### src/hw/rtl/rgpq_pkg.sv
package rgpq_pkg;

  // Widest run-count field that still yields a value; wider fields read as zero.
  localparam int unsigned MaxCountBits = 16;

  typedef enum logic [1:0] {
    CLS_BACKGROUND  = 2'd0,
    CLS_FOREGROUND  = 2'd1,
    CLS_TRANSPARENT = 2'd2
  } pixel_class_e;

  typedef enum logic {
    MODE_WRITE = 1'b0,
    MODE_QUERY = 1'b1
  } mode_e;

  typedef enum logic [2:0] {
    REG_ZERO_RUN_BITS    = 3'd0,
    REG_ONE_RUN_BITS     = 3'd1,
    REG_GLYPH_WIDTH      = 3'd2,
    REG_GLYPH_HEIGHT     = 3'd3,
    REG_START_BIT        = 3'd4,
    REG_FOREGROUND_COLOR = 3'd5,
    REG_BACKGROUND_COLOR = 3'd6
  } cfg_reg_e;

  typedef enum logic [2:0] {
    WS_IDLE,
    WS_START,
    WS_FIELD,
    WS_FETCH,
    WS_WAIT,
    WS_RUN,
    WS_DONE
  } walk_state_e;

  typedef enum logic [1:0] {
    PH_ZERO,
    PH_ONE,
    PH_REP
  } walk_phase_e;

  typedef struct packed {
    logic [4:0]         zero_run_bits;
    logic [4:0]         one_run_bits;
    logic [7:0]         glyph_width;
    logic [7:0]         glyph_height;
    logic [2:0]         start_bit;
    logic signed [31:0] foreground_color;
    logic signed [31:0] background_color;
  } cfg_t;

  localparam logic [4:0]  RstZeroRunBits = 5'd4;
  localparam logic [4:0]  RstOneRunBits  = 5'd4;
  localparam logic [7:0]  RstGlyphWidth  = 8'd8;
  localparam logic [7:0]  RstGlyphHeight = 8'd8;
  localparam logic [2:0]  RstStartBit    = 3'd0;
  localparam logic [31:0] RstColor       = 32'd0;

endpackage

### src/hw/rtl/rle_glyph_pixel_query.sv
// Run-length coded glyph store with pixel lookup. Write words (tuser = 0) put one
// bitmap byte into a BITMAP_BYTES-deep single-port-read RAM in the cycle they are
// accepted and return nothing. Query words (tuser = 1) walk the coded stream from
// start_bit of byte 0, least significant bit first: a zero-run count, a one-run
// count and a unary repeat field per record, and return one result word holding
// the pixel class (background, foreground, transparent) and its configured color.
// Pixels outside the box, a stream that runs off the end of the store, or a walk
// that covers the whole box first all answer transparent with color zero.
// One query is handled at a time. A query is set up first, then reads every count
// and repeat field one stream bit at a time and closes each count field, fetches
// each bitmap byte from the RAM when the buffer runs empty (see the empty buffer,
// issue the read, capture the data), makes one pass per repeat of a record, and
// loads the result register; input is taken again the cycle after. The field
// reader is bit-serial and the RAM read is registered. A finished result sits in
// an output register, so the next word is taken while the previous result still
// waits. Write the configuration registers only while no query is in flight.
module rle_glyph_pixel_query #(
  parameter int unsigned BITMAP_BYTES = 256
) (
  input  logic        clk_i,
  input  logic        rst_ni,
  // configuration write port
  input  logic        cfg_we_i,
  input  logic [2:0]  cfg_idx_i,
  input  logic [31:0] cfg_data_i,
  // input words
  input  logic        s_axis_tvalid,
  output logic        s_axis_tready,
  input  logic [31:0] s_axis_tdata,  // byte_index[7:0], byte_value[15:8], pixel_x[23:16],
                                     // pixel_y[31:24]
  input  logic        s_axis_tuser,  // mode[0]
  // result words
  output logic        m_axis_tvalid,
  input  logic        m_axis_tready,
  output logic [39:0] m_axis_tdata   // pixel_class[1:0], pixel_color[33:2], zero pad[39:34]
);

  localparam int unsigned AW = $clog2(BITMAP_BYTES);

  rgpq_pkg::cfg_t  cfg;
  logic            accept;
  logic            walk_idle;
  logic            mem_we;
  logic [AW+7:0]   wr_idx_wide;
  logic            rd_en;
  logic [AW-1:0]   rd_addr;
  logic [7:0]      rd_data;
  logic [1:0]      out_class;
  logic [31:0]     out_color;

  assign s_axis_tready = walk_idle;
  assign accept        = s_axis_tvalid && s_axis_tready;

  // drop bitmap writes that land beyond the store
  assign wr_idx_wide = {{AW{1'b0}}, s_axis_tdata[7:0]};
  assign mem_we      = accept && (s_axis_tuser == rgpq_pkg::MODE_WRITE) &&
                       (32'(s_axis_tdata[7:0]) < BITMAP_BYTES);

  rgpq_cfg u_cfg (
    .clk_i      (clk_i),
    .rst_ni     (rst_ni),
    .cfg_we_i   (cfg_we_i),
    .cfg_idx_i  (cfg_idx_i),
    .cfg_data_i (cfg_data_i),
    .cfg_o      (cfg)
  );

  rgpq_ram #(
    .WIDTH (8),
    .DEPTH (BITMAP_BYTES)
  ) u_bitmap_ram (
    .clk_i   (clk_i),
    .we_i    (mem_we),
    .waddr_i (wr_idx_wide[AW-1:0]),
    .wdata_i (s_axis_tdata[15:8]),
    .re_i    (rd_en),
    .raddr_i (rd_addr),
    .rdata_o (rd_data)
  );

  rgpq_walker #(
    .BITMAP_BYTES (BITMAP_BYTES)
  ) u_walker (
    .clk_i       (clk_i),
    .rst_ni      (rst_ni),
    .cfg_i       (cfg),
    .start_i     (accept && (s_axis_tuser == rgpq_pkg::MODE_QUERY)),
    .pixel_x_i   (s_axis_tdata[23:16]),
    .pixel_y_i   (s_axis_tdata[31:24]),
    .idle_o      (walk_idle),
    .rd_en_o     (rd_en),
    .rd_addr_o   (rd_addr),
    .rd_data_i   (rd_data),
    .out_valid_o (m_axis_tvalid),
    .out_ready_i (m_axis_tready),
    .out_class_o (out_class),
    .out_color_o (out_color)
  );

  assign m_axis_tdata = {6'b0, out_color, out_class};

endmodule

### src/hw/rtl/rgpq_ram.sv
module rgpq_ram #(
  parameter int unsigned WIDTH = 8,
  parameter int unsigned DEPTH = 256
) (
  input  logic                     clk_i,
  input  logic                     we_i,
  input  logic [$clog2(DEPTH)-1:0] waddr_i,
  input  logic [WIDTH-1:0]         wdata_i,
  input  logic                     re_i,
  input  logic [$clog2(DEPTH)-1:0] raddr_i,
  output logic [WIDTH-1:0]         rdata_o
);

  logic [WIDTH-1:0] mem_q [DEPTH];

  always_ff @(posedge clk_i) begin
    if (we_i) begin
      mem_q[waddr_i] <= wdata_i;
    end
    if (re_i) begin
      rdata_o <= mem_q[raddr_i];
    end
  end

endmodule

### src/hw/rtl/rgpq_cfg.sv
module rgpq_cfg (
  input  logic                 clk_i,
  input  logic                 rst_ni,
  input  logic                 cfg_we_i,
  input  logic [2:0]           cfg_idx_i,
  input  logic [31:0]          cfg_data_i,
  output rgpq_pkg::cfg_t       cfg_o
);

  rgpq_pkg::cfg_t cfg_q, cfg_d;

  always_comb begin
    cfg_d = cfg_q;
    if (cfg_we_i) begin
      case (rgpq_pkg::cfg_reg_e'(cfg_idx_i))
        rgpq_pkg::REG_ZERO_RUN_BITS:    cfg_d.zero_run_bits    = cfg_data_i[4:0];
        rgpq_pkg::REG_ONE_RUN_BITS:     cfg_d.one_run_bits     = cfg_data_i[4:0];
        rgpq_pkg::REG_GLYPH_WIDTH:      cfg_d.glyph_width      = cfg_data_i[7:0];
        rgpq_pkg::REG_GLYPH_HEIGHT:     cfg_d.glyph_height     = cfg_data_i[7:0];
        rgpq_pkg::REG_START_BIT:        cfg_d.start_bit        = cfg_data_i[2:0];
        rgpq_pkg::REG_FOREGROUND_COLOR: cfg_d.foreground_color = cfg_data_i;
        rgpq_pkg::REG_BACKGROUND_COLOR: cfg_d.background_color = cfg_data_i;
        default: ;  // drop writes beyond the register list
      endcase
    end
  end

  always_ff @(posedge clk_i or negedge rst_ni) begin
    if (!rst_ni) begin
      cfg_q.zero_run_bits    <= rgpq_pkg::RstZeroRunBits;
      cfg_q.one_run_bits     <= rgpq_pkg::RstOneRunBits;
      cfg_q.glyph_width      <= rgpq_pkg::RstGlyphWidth;
      cfg_q.glyph_height     <= rgpq_pkg::RstGlyphHeight;
      cfg_q.start_bit        <= rgpq_pkg::RstStartBit;
      cfg_q.foreground_color <= rgpq_pkg::RstColor;
      cfg_q.background_color <= rgpq_pkg::RstColor;
    end else begin
      cfg_q <= cfg_d;
    end
  end

  assign cfg_o = cfg_q;

endmodule

### src/hw/rtl/rgpq_walker.sv
module rgpq_walker #(
  parameter int unsigned BITMAP_BYTES = 256
) (
  input  logic                            clk_i,
  input  logic                            rst_ni,
  input  rgpq_pkg::cfg_t                  cfg_i,
  input  logic                            start_i,
  input  logic [7:0]                      pixel_x_i,
  input  logic [7:0]                      pixel_y_i,
  output logic                            idle_o,
  output logic                            rd_en_o,
  output logic [$clog2(BITMAP_BYTES)-1:0] rd_addr_o,
  input  logic [7:0]                      rd_data_i,
  output logic                            out_valid_o,
  input  logic                            out_ready_i,
  output logic [1:0]                      out_class_o,
  output logic [31:0]                     out_color_o
);

  localparam int unsigned AW    = $clog2(BITMAP_BYTES);
  localparam int unsigned POS_W = $clog2(BITMAP_BYTES * 8 + 1);
  localparam logic [POS_W:0] TotalBits = (POS_W + 1)'(BITMAP_BYTES * 8);

  rgpq_pkg::walk_state_e  state_q, state_d;
  rgpq_pkg::walk_phase_e  phase_q, phase_d;
  rgpq_pkg::pixel_class_e res_q, res_d;

  logic [POS_W-1:0] pos_q, pos_d;
  logic [POS_W-1:0] ones_q, ones_d;
  logic [4:0]       cnt_q, cnt_d;
  logic [15:0]      val_q, val_d;
  logic [15:0]      nz_q, nz_d;
  logic [15:0]      no_q, no_d;
  logic [15:0]      p_q, p_d;
  logic [15:0]      tgt_q, tgt_d;
  logic [15:0]      area_q, area_d;
  logic [7:0]       x_q, x_d;
  logic [7:0]       y_q, y_d;
  logic [7:0]       byte_q, byte_d;
  logic             buf_ok_q, buf_ok_d;
  logic             out_valid_q, out_valid_d;
  logic [1:0]       out_class_q, out_class_d;
  logic [31:0]      out_color_q, out_color_d;

  logic [4:0]       len;
  logic [POS_W:0]   pos_end;
  logic             cur_bit;
  logic [17:0]      sum_zero;
  logic [17:0]      sum_one;

  assign len      = (phase_q == rgpq_pkg::PH_ZERO) ? cfg_i.zero_run_bits : cfg_i.one_run_bits;
  assign pos_end  = {1'b0, pos_q} + (POS_W + 1)'(len);
  assign cur_bit  = byte_q[pos_q[2:0]];
  assign sum_zero = 18'(p_q) + 18'(nz_q);
  assign sum_one  = sum_zero + 18'(no_q);

  always_comb begin
    state_d     = state_q;
    phase_d     = phase_q;
    res_d       = res_q;
    pos_d       = pos_q;
    ones_d      = ones_q;
    cnt_d       = cnt_q;
    val_d       = val_q;
    nz_d        = nz_q;
    no_d        = no_q;
    p_d         = p_q;
    tgt_d       = tgt_q;
    area_d      = area_q;
    x_d         = x_q;
    y_d         = y_q;
    byte_d      = byte_q;
    buf_ok_d    = buf_ok_q;
    out_valid_d = out_valid_q;
    out_class_d = out_class_q;
    out_color_d = out_color_q;
    rd_en_o     = 1'b0;
    rd_addr_o   = pos_q[AW+2:3];

    if (out_valid_q && out_ready_i) begin
      out_valid_d = 1'b0;
    end

    case (state_q)
      rgpq_pkg::WS_IDLE: begin
        if (start_i) begin
          x_d     = pixel_x_i;
          y_d     = pixel_y_i;
          state_d = rgpq_pkg::WS_START;
        end
      end

      rgpq_pkg::WS_START: begin
        tgt_d    = 16'(y_q) * 16'(cfg_i.glyph_width) + 16'(x_q);
        area_d   = 16'(cfg_i.glyph_width) * 16'(cfg_i.glyph_height);
        pos_d    = POS_W'(cfg_i.start_bit);
        phase_d  = rgpq_pkg::PH_ZERO;
        cnt_d    = '0;
        val_d    = '0;
        p_d      = '0;
        buf_ok_d = 1'b0;
        if (cfg_i.glyph_width == 8'd0 || cfg_i.glyph_height == 8'd0 ||
            x_q >= cfg_i.glyph_width || y_q >= cfg_i.glyph_height) begin
          res_d   = rgpq_pkg::CLS_TRANSPARENT;
          state_d = rgpq_pkg::WS_DONE;
        end else begin
          state_d = rgpq_pkg::WS_FIELD;
        end
      end

      rgpq_pkg::WS_FIELD: begin
        if (phase_q == rgpq_pkg::PH_REP) begin
          // unary repeat field: ones closed by a zero
          if ({1'b0, pos_q} >= TotalBits) begin
            res_d   = rgpq_pkg::CLS_TRANSPARENT;
            state_d = rgpq_pkg::WS_DONE;
          end else if (!buf_ok_q) begin
            state_d = rgpq_pkg::WS_FETCH;
          end else begin
            pos_d = pos_q + 1'b1;
            if (pos_q[2:0] == 3'b111) begin
              buf_ok_d = 1'b0;
            end
            if (cur_bit) begin
              ones_d = ones_q + 1'b1;
            end else begin
              state_d = rgpq_pkg::WS_RUN;
            end
          end
        end else begin
          // run-count field, checked against the store end before its first bit
          if (cnt_q == 5'd0 && pos_end > TotalBits) begin
            res_d   = rgpq_pkg::CLS_TRANSPARENT;
            state_d = rgpq_pkg::WS_DONE;
          end else if (cnt_q == len) begin
            if (phase_q == rgpq_pkg::PH_ZERO) begin
              nz_d    = val_q;
              phase_d = rgpq_pkg::PH_ONE;
            end else begin
              no_d    = val_q;
              ones_d  = '0;
              phase_d = rgpq_pkg::PH_REP;
            end
            cnt_d = '0;
            val_d = '0;
          end else if (!buf_ok_q) begin
            state_d = rgpq_pkg::WS_FETCH;
          end else begin
            if (len <= 5'(rgpq_pkg::MaxCountBits)) begin
              val_d[cnt_q[3:0]] = cur_bit;
            end
            cnt_d = cnt_q + 1'b1;
            pos_d = pos_q + 1'b1;
            if (pos_q[2:0] == 3'b111) begin
              buf_ok_d = 1'b0;
            end
          end
        end
      end

      rgpq_pkg::WS_FETCH: begin
        rd_en_o = 1'b1;
        state_d = rgpq_pkg::WS_WAIT;
      end

      rgpq_pkg::WS_WAIT: begin
        byte_d   = rd_data_i;
        buf_ok_d = 1'b1;
        state_d  = rgpq_pkg::WS_FIELD;
      end

      rgpq_pkg::WS_RUN: begin
        // one zero-run plus one-run pass per cycle; the target never lies behind p
        if (18'(tgt_q) < sum_zero) begin
          res_d   = rgpq_pkg::CLS_BACKGROUND;
          state_d = rgpq_pkg::WS_DONE;
        end else if (18'(tgt_q) < sum_one) begin
          res_d   = rgpq_pkg::CLS_FOREGROUND;
          state_d = rgpq_pkg::WS_DONE;
        end else begin
          p_d = sum_one[15:0];
          // an empty record adds nothing, so its remaining passes are skipped
          if (ones_q == '0 || sum_one == 18'(p_q)) begin
            if (sum_one >= 18'(area_q)) begin
              res_d   = rgpq_pkg::CLS_TRANSPARENT;
              state_d = rgpq_pkg::WS_DONE;
            end else begin
              phase_d = rgpq_pkg::PH_ZERO;
              cnt_d   = '0;
              val_d   = '0;
              state_d = rgpq_pkg::WS_FIELD;
            end
          end else begin
            ones_d = ones_q - 1'b1;
          end
        end
      end

      rgpq_pkg::WS_DONE: begin
        if (!out_valid_q || out_ready_i) begin
          out_valid_d = 1'b1;
          out_class_d = res_q;
          case (res_q)
            rgpq_pkg::CLS_BACKGROUND: out_color_d = cfg_i.background_color;
            rgpq_pkg::CLS_FOREGROUND: out_color_d = cfg_i.foreground_color;
            default:                  out_color_d = '0;
          endcase
          state_d = rgpq_pkg::WS_IDLE;
        end
      end

      default: state_d = rgpq_pkg::WS_IDLE;
    endcase
  end

  always_ff @(posedge clk_i or negedge rst_ni) begin
    if (!rst_ni) begin
      state_q     <= rgpq_pkg::WS_IDLE;
      buf_ok_q    <= 1'b0;
      out_valid_q <= 1'b0;
    end else begin
      state_q     <= state_d;
      buf_ok_q    <= buf_ok_d;
      out_valid_q <= out_valid_d;
    end
  end

  always_ff @(posedge clk_i) begin
    phase_q     <= phase_d;
    res_q       <= res_d;
    pos_q       <= pos_d;
    ones_q      <= ones_d;
    cnt_q       <= cnt_d;
    val_q       <= val_d;
    nz_q        <= nz_d;
    no_q        <= no_d;
    p_q         <= p_d;
    tgt_q       <= tgt_d;
    area_q      <= area_d;
    x_q         <= x_d;
    y_q         <= y_d;
    byte_q      <= byte_d;
    out_class_q <= out_class_d;
    out_color_q <= out_color_d;
  end

  assign idle_o      = (state_q == rgpq_pkg::WS_IDLE);
  assign out_valid_o = out_valid_q;
  assign out_class_o = out_class_q;
  assign out_color_o = out_color_q;

endmodule

### config.mk
export PLATFORM = sky130hd
export DESIGN_NAME = rle_glyph_pixel_query
export DESIGN_NICKNAME = d
export VERILOG_FILES = /design/src/hw/rtl/rgpq_pkg.sv /design/src/hw/rtl/rle_glyph_pixel_query.sv /design/src/hw/rtl/rgpq_ram.sv /design/src/hw/rtl/rgpq_cfg.sv /design/src/hw/rtl/rgpq_walker.sv
export SDC_FILE = /design/constraint.sdc
export NUM_CORES = 2
export LEC_CHECK = 0
export BUFFER_PORTS_ARGS = -buffer_cell sky130_fd_sc_hd__buf_2
export CAP_MARGIN = 15
export CORE_ASPECT_RATIO = 1.5
export CORE_UTILIZATION = 40
export CTS_CLUSTER_SIZE = 28
export DETAILED_ROUTE_END_ITERATION = 7
export PLACE_DENSITY = 0.52
export SKIP_CTS_REPAIR_TIMING = 1
export SLEW_MARGIN = 20
export SYNTH_ARGS = -nofsm -noshare
export SYNTH_HDL_FRONTEND = slang
export SYNTH_HIERARCHICAL = 1
export SYNTH_SLANG_ARGS = --single-unit
### constraint.sdc
create_clock -name clk_i -period 11.2 [get_ports clk_i]
set_input_delay 1.68 -clock clk_i [delete_from_list [all_inputs] [get_ports clk_i]]
set_output_delay 1.68 -clock clk_i [all_outputs]
set_load 0.05 [all_outputs]
==> impl_metrics.ini <==
[status]
outcome = complete, but fails checks
violations = design-rule violations

[sta]
tightestPinTransition_ns = 1.285
report.final.hold_viol_count = 0
fin_crit_ns = 6.659
max_freq_mhz = 150.2
rsz0062_at_grt = false
fin_ws_ns = 4.541
fin_crit_sh_pct = 59.46
setup_tns_ns = 0
maxSlewViolCount = 0
timing.slew.headroom_pct = 14.35
fin_skew_ns = 0.03228
setup_viol = 0

[worst_hold_path]
hold_class = flop to flop

[clock_tree]
cts_tree = yes
cts.path.max_buffers = 4
path_clk_slew_ns = 0.06
htree_levels = 4
numCtsBuffers = 225
cts.sinks = 2341
clk_latency_ns = 0.86
cts_root_buffer = clkbuf_16

[floorplan]
dieArea_sq_um = 251200
coreArea_sq_um = 248000
die_h_um = 613.3
initial_core_util_pct = 40.18
rows = 224
die_w_um = 409.5
num_io_pins = 115

[synthesis]
synth-edff-count = 2243
ys_ff_latch = 2341
synth_top_flop_cell = edfxtp_1
synth.distinct_cells = 112
avgSynthCellArea_sq_um = 17.79
synth_area_sq_um = 99660
syn-instance-count = 5601
ys_seq_area_share_pct = 70.05
async_flop_share_pct = 4.186
yosysWarnings = 6

[run]
cap_violations = 0

[critical_path]
slowest_stage = edfxtp_1
worstSetupEndpointType = flop
worst-setup-path-type = flop to flop
critPathRequiredTime_ns = 11.74
worst_ep_arrival_time_ns = 7.19
worst_path_largest_cell_delay_ns = 0.43
start_kind = flop
worstPathMaxFanout = 16
critPathTopFamily = compound AO/OA/AOI/OAI gates
crit_buf_inv = 1

[drt]
wl_per_cell_um = 28.58
drt.antenna.violating_nets = 0
vias = 51705
routed_wl_mm = 262.9
drc = 73
m1WireLength_mm = 98.34
initialDrtViolationCount = 4395
drt-vias-per-instance = 5.621
top_layer = met5
routed-wl-met3_mm = 10.53
routed-wl-met2_mm = 143.7
drt_pass1_iterations = 8

[global_route]
grt-ovfl-total = 0
grt_first_pass_wirelength_mm = 380.6
grt_pass1_vias = 53905
grt_start_max_net_pins = 165
grtUsageTotal_pct = 20.76
antenna_found_initial = 8

[layout]
final_cell_count_no_fill = 9199
syn2layout_area_growth_pct = 11.13
utilization_pct = 44.65
most-common-layout-cells = edfxtp_1, nor2_1, mux4_2, clkbuf_16, inv_1
final_common_cell = edfxtp_1
num-nets-final = 6081
drive_above_1_share_pct = 19.55

[placed_design]
gp_congestion = 0.8611
hpwl_mm = 168.5
placedCellCount = 8796
dp_slack_ns = 4.492
port_buffers = 108

[pwr]
power_density_nw_per_um2 = 244.9
p_leak_nw = 36.23
vdd_drop_max_v = 0.0001830
per-stage QoR:
stage | power, W | hold slack [ns] | cell area [sq um]
after detailed placement | 0.01994 | 0.4045 | 103700
after floorplan | 0.01691 | 0.4003 | 99670
final | 0.02713 | 0.4173 | 110700
after global routing | 0.02837 | 0.4265 | 110700
after global placement | 0.01991 | 0.4086 | 103600
after CTS | 0.02747 | 0.4178 | 110700
synth_stat cells (all sizes together), types with 9 or more instances:
| cell | count | area (sq um) |
|---|---|---|
| mux4 | 458 | 10320 |
| dfrtp | 94 | 2352 |
| xor2 | 28 | 245.2 |
| o21a | 10 | 75.07 |
| or3 | 12 | 76.33 |
| nand2 | 161 | 606.8 |
| nand3 | 57 | 285.3 |
| or2 | 10 | 62.56 |
| fa | 83 | 1662 |
| and2 | 43 | 270.3 |
| buf | 161 | 1286 |
| o221ai | 50 | 444.2 |
| and3 | 13 | 82.58 |
| nor2 | 480 | 1804 |
| o211ai | 19 | 142.6 |
| mux2i | 181 | 1812 |
| a22oi | 137 | 1028 |
| nor4 | 37 | 256.5 |
| a221oi | 15 | 137.6 |
| mux2 | 99 | 1115 |
| ha | 179 | 2240 |
| a31oi | 11 | 83.83 |
| a21o | 32 | 241.5 |
| nor3 | 65 | 325.3 |
| a211oi | 35 | 282.8 |
| xnor2 | 47 | 419.2 |
| nand4 | 24 | 156.4 |
| nor2b | 49 | 306.5 |
| edfxtp | 2243 | 67350 |
| a21oi | 169 | 849.6 |
| a21boi | 9 | 67.56 |
| inv | 197 | 739.5 |
| o22ai | 32 | 200.2 |
| clkbuf | 141 | 529.3 |
| a2111oi | 10 | 96.34 |
| o21ai | 70 | 350.3 |
| nand2b | 18 | 112.6 |
| a22o | 9 | 78.83 |
routing by layer:
| metal | vias up | track usage [%] |
|---|---|---|
| met5 | - | 0 |
| met4 | 6 | 7.729 |
| met2 | 1254 | 38.92 |
| met1 | 27506 | 24.00 |
| met3 | 428 | 2.563 |
| li1 | 22511 | - |
final cells by class:
class                      instances  area, sq um
sequential                      2341        69810
timing repair buffer             215         1564
antenna                            4        10.01
clock inverter                   121         1102
inverter                         198        743.2
fill                           21518       137300
tap                             3277         4100
clock buffer                     278         5967
multi-input combinational       2765        27450
flip-flops by register name, summed over array words and instances, names as in the netlist, 2 cells and up:
signal	count
u_bitmap_ram/mem_q	2048
u_cfg/cfg_o	93
u_walker/out_color_o	32
u_walker/area_q	16
u_walker/no_q	16
u_walker/nz_q	16
u_walker/p_q	16
u_walker/tgt_q	16
u_walker/val_q	16
u_walker/ones_q	12
u_walker/pos_q	12
u_bitmap_ram/rdata_o	8
u_walker/byte_q	8
u_walker/x_q	8
u_walker/y_q	8
u_walker/cnt_q	5
u_walker/state_q	3
u_walker/out_class_o	2
u_walker/phase_q	2
u_walker/res_q	2
final timing paths:
kind,start,end,slack (ns),cells past startpoint
hold / removal,u_bitmap_ram/rdata_o[2]$_DFFE_PP_,u_walker/byte_q[2]$_DFFE_PP_,0.42,0
max in group asynchronous,rst_ni,u_cfg/cfg_o[17]$_DFFE_PN0P_,9.17,2
setup reg to reg,u_walker/p_q[1]$_SDFFCE_PN0P_,u_walker/val_q[7]$_SDFFCE_PN0P_,4.54,25
min in group asynchronous,rst_ni,u_cfg/cfg_o[80]$_DFFE_PN0P_,0.75,1
hold reg to reg,u_bitmap_ram/rdata_o[2]$_DFFE_PP_,u_walker/byte_q[2]$_DFFE_PP_,0.42,0
setup / recovery,u_walker/p_q[1]$_SDFFCE_PN0P_,u_walker/val_q[7]$_SDFFCE_PN0P_,4.54,25
report_power, final:
group / internal (W) / total [W] / switching [W]
Combinational: 0.00367 / 0.00925 / 0.00557
Clock: 0.00420 / 0.00747 / 0.00327
Sequential: 0.0101 / 0.0104 / 0.000327
logic make-up (layout without fill, tap and decap cells):
family                     count (synthesis)  after routing  share of synthesized area (%)
and+or+nand+nor                         1010           1010                          4.756
muxes                                    738            738                          13.29
adders and majority gates                263            263                          3.925
xor gates and xnor gates                  77             77                         0.7157
buffers and inverters                    500            812                          2.568
AOI/OAI and AO/OA                        671            671                          4.684
other                                      1             10                       0.003763
DFF                                     2341           2341                          70.05
Note: power is estimated with default switching activity, not from simulation.
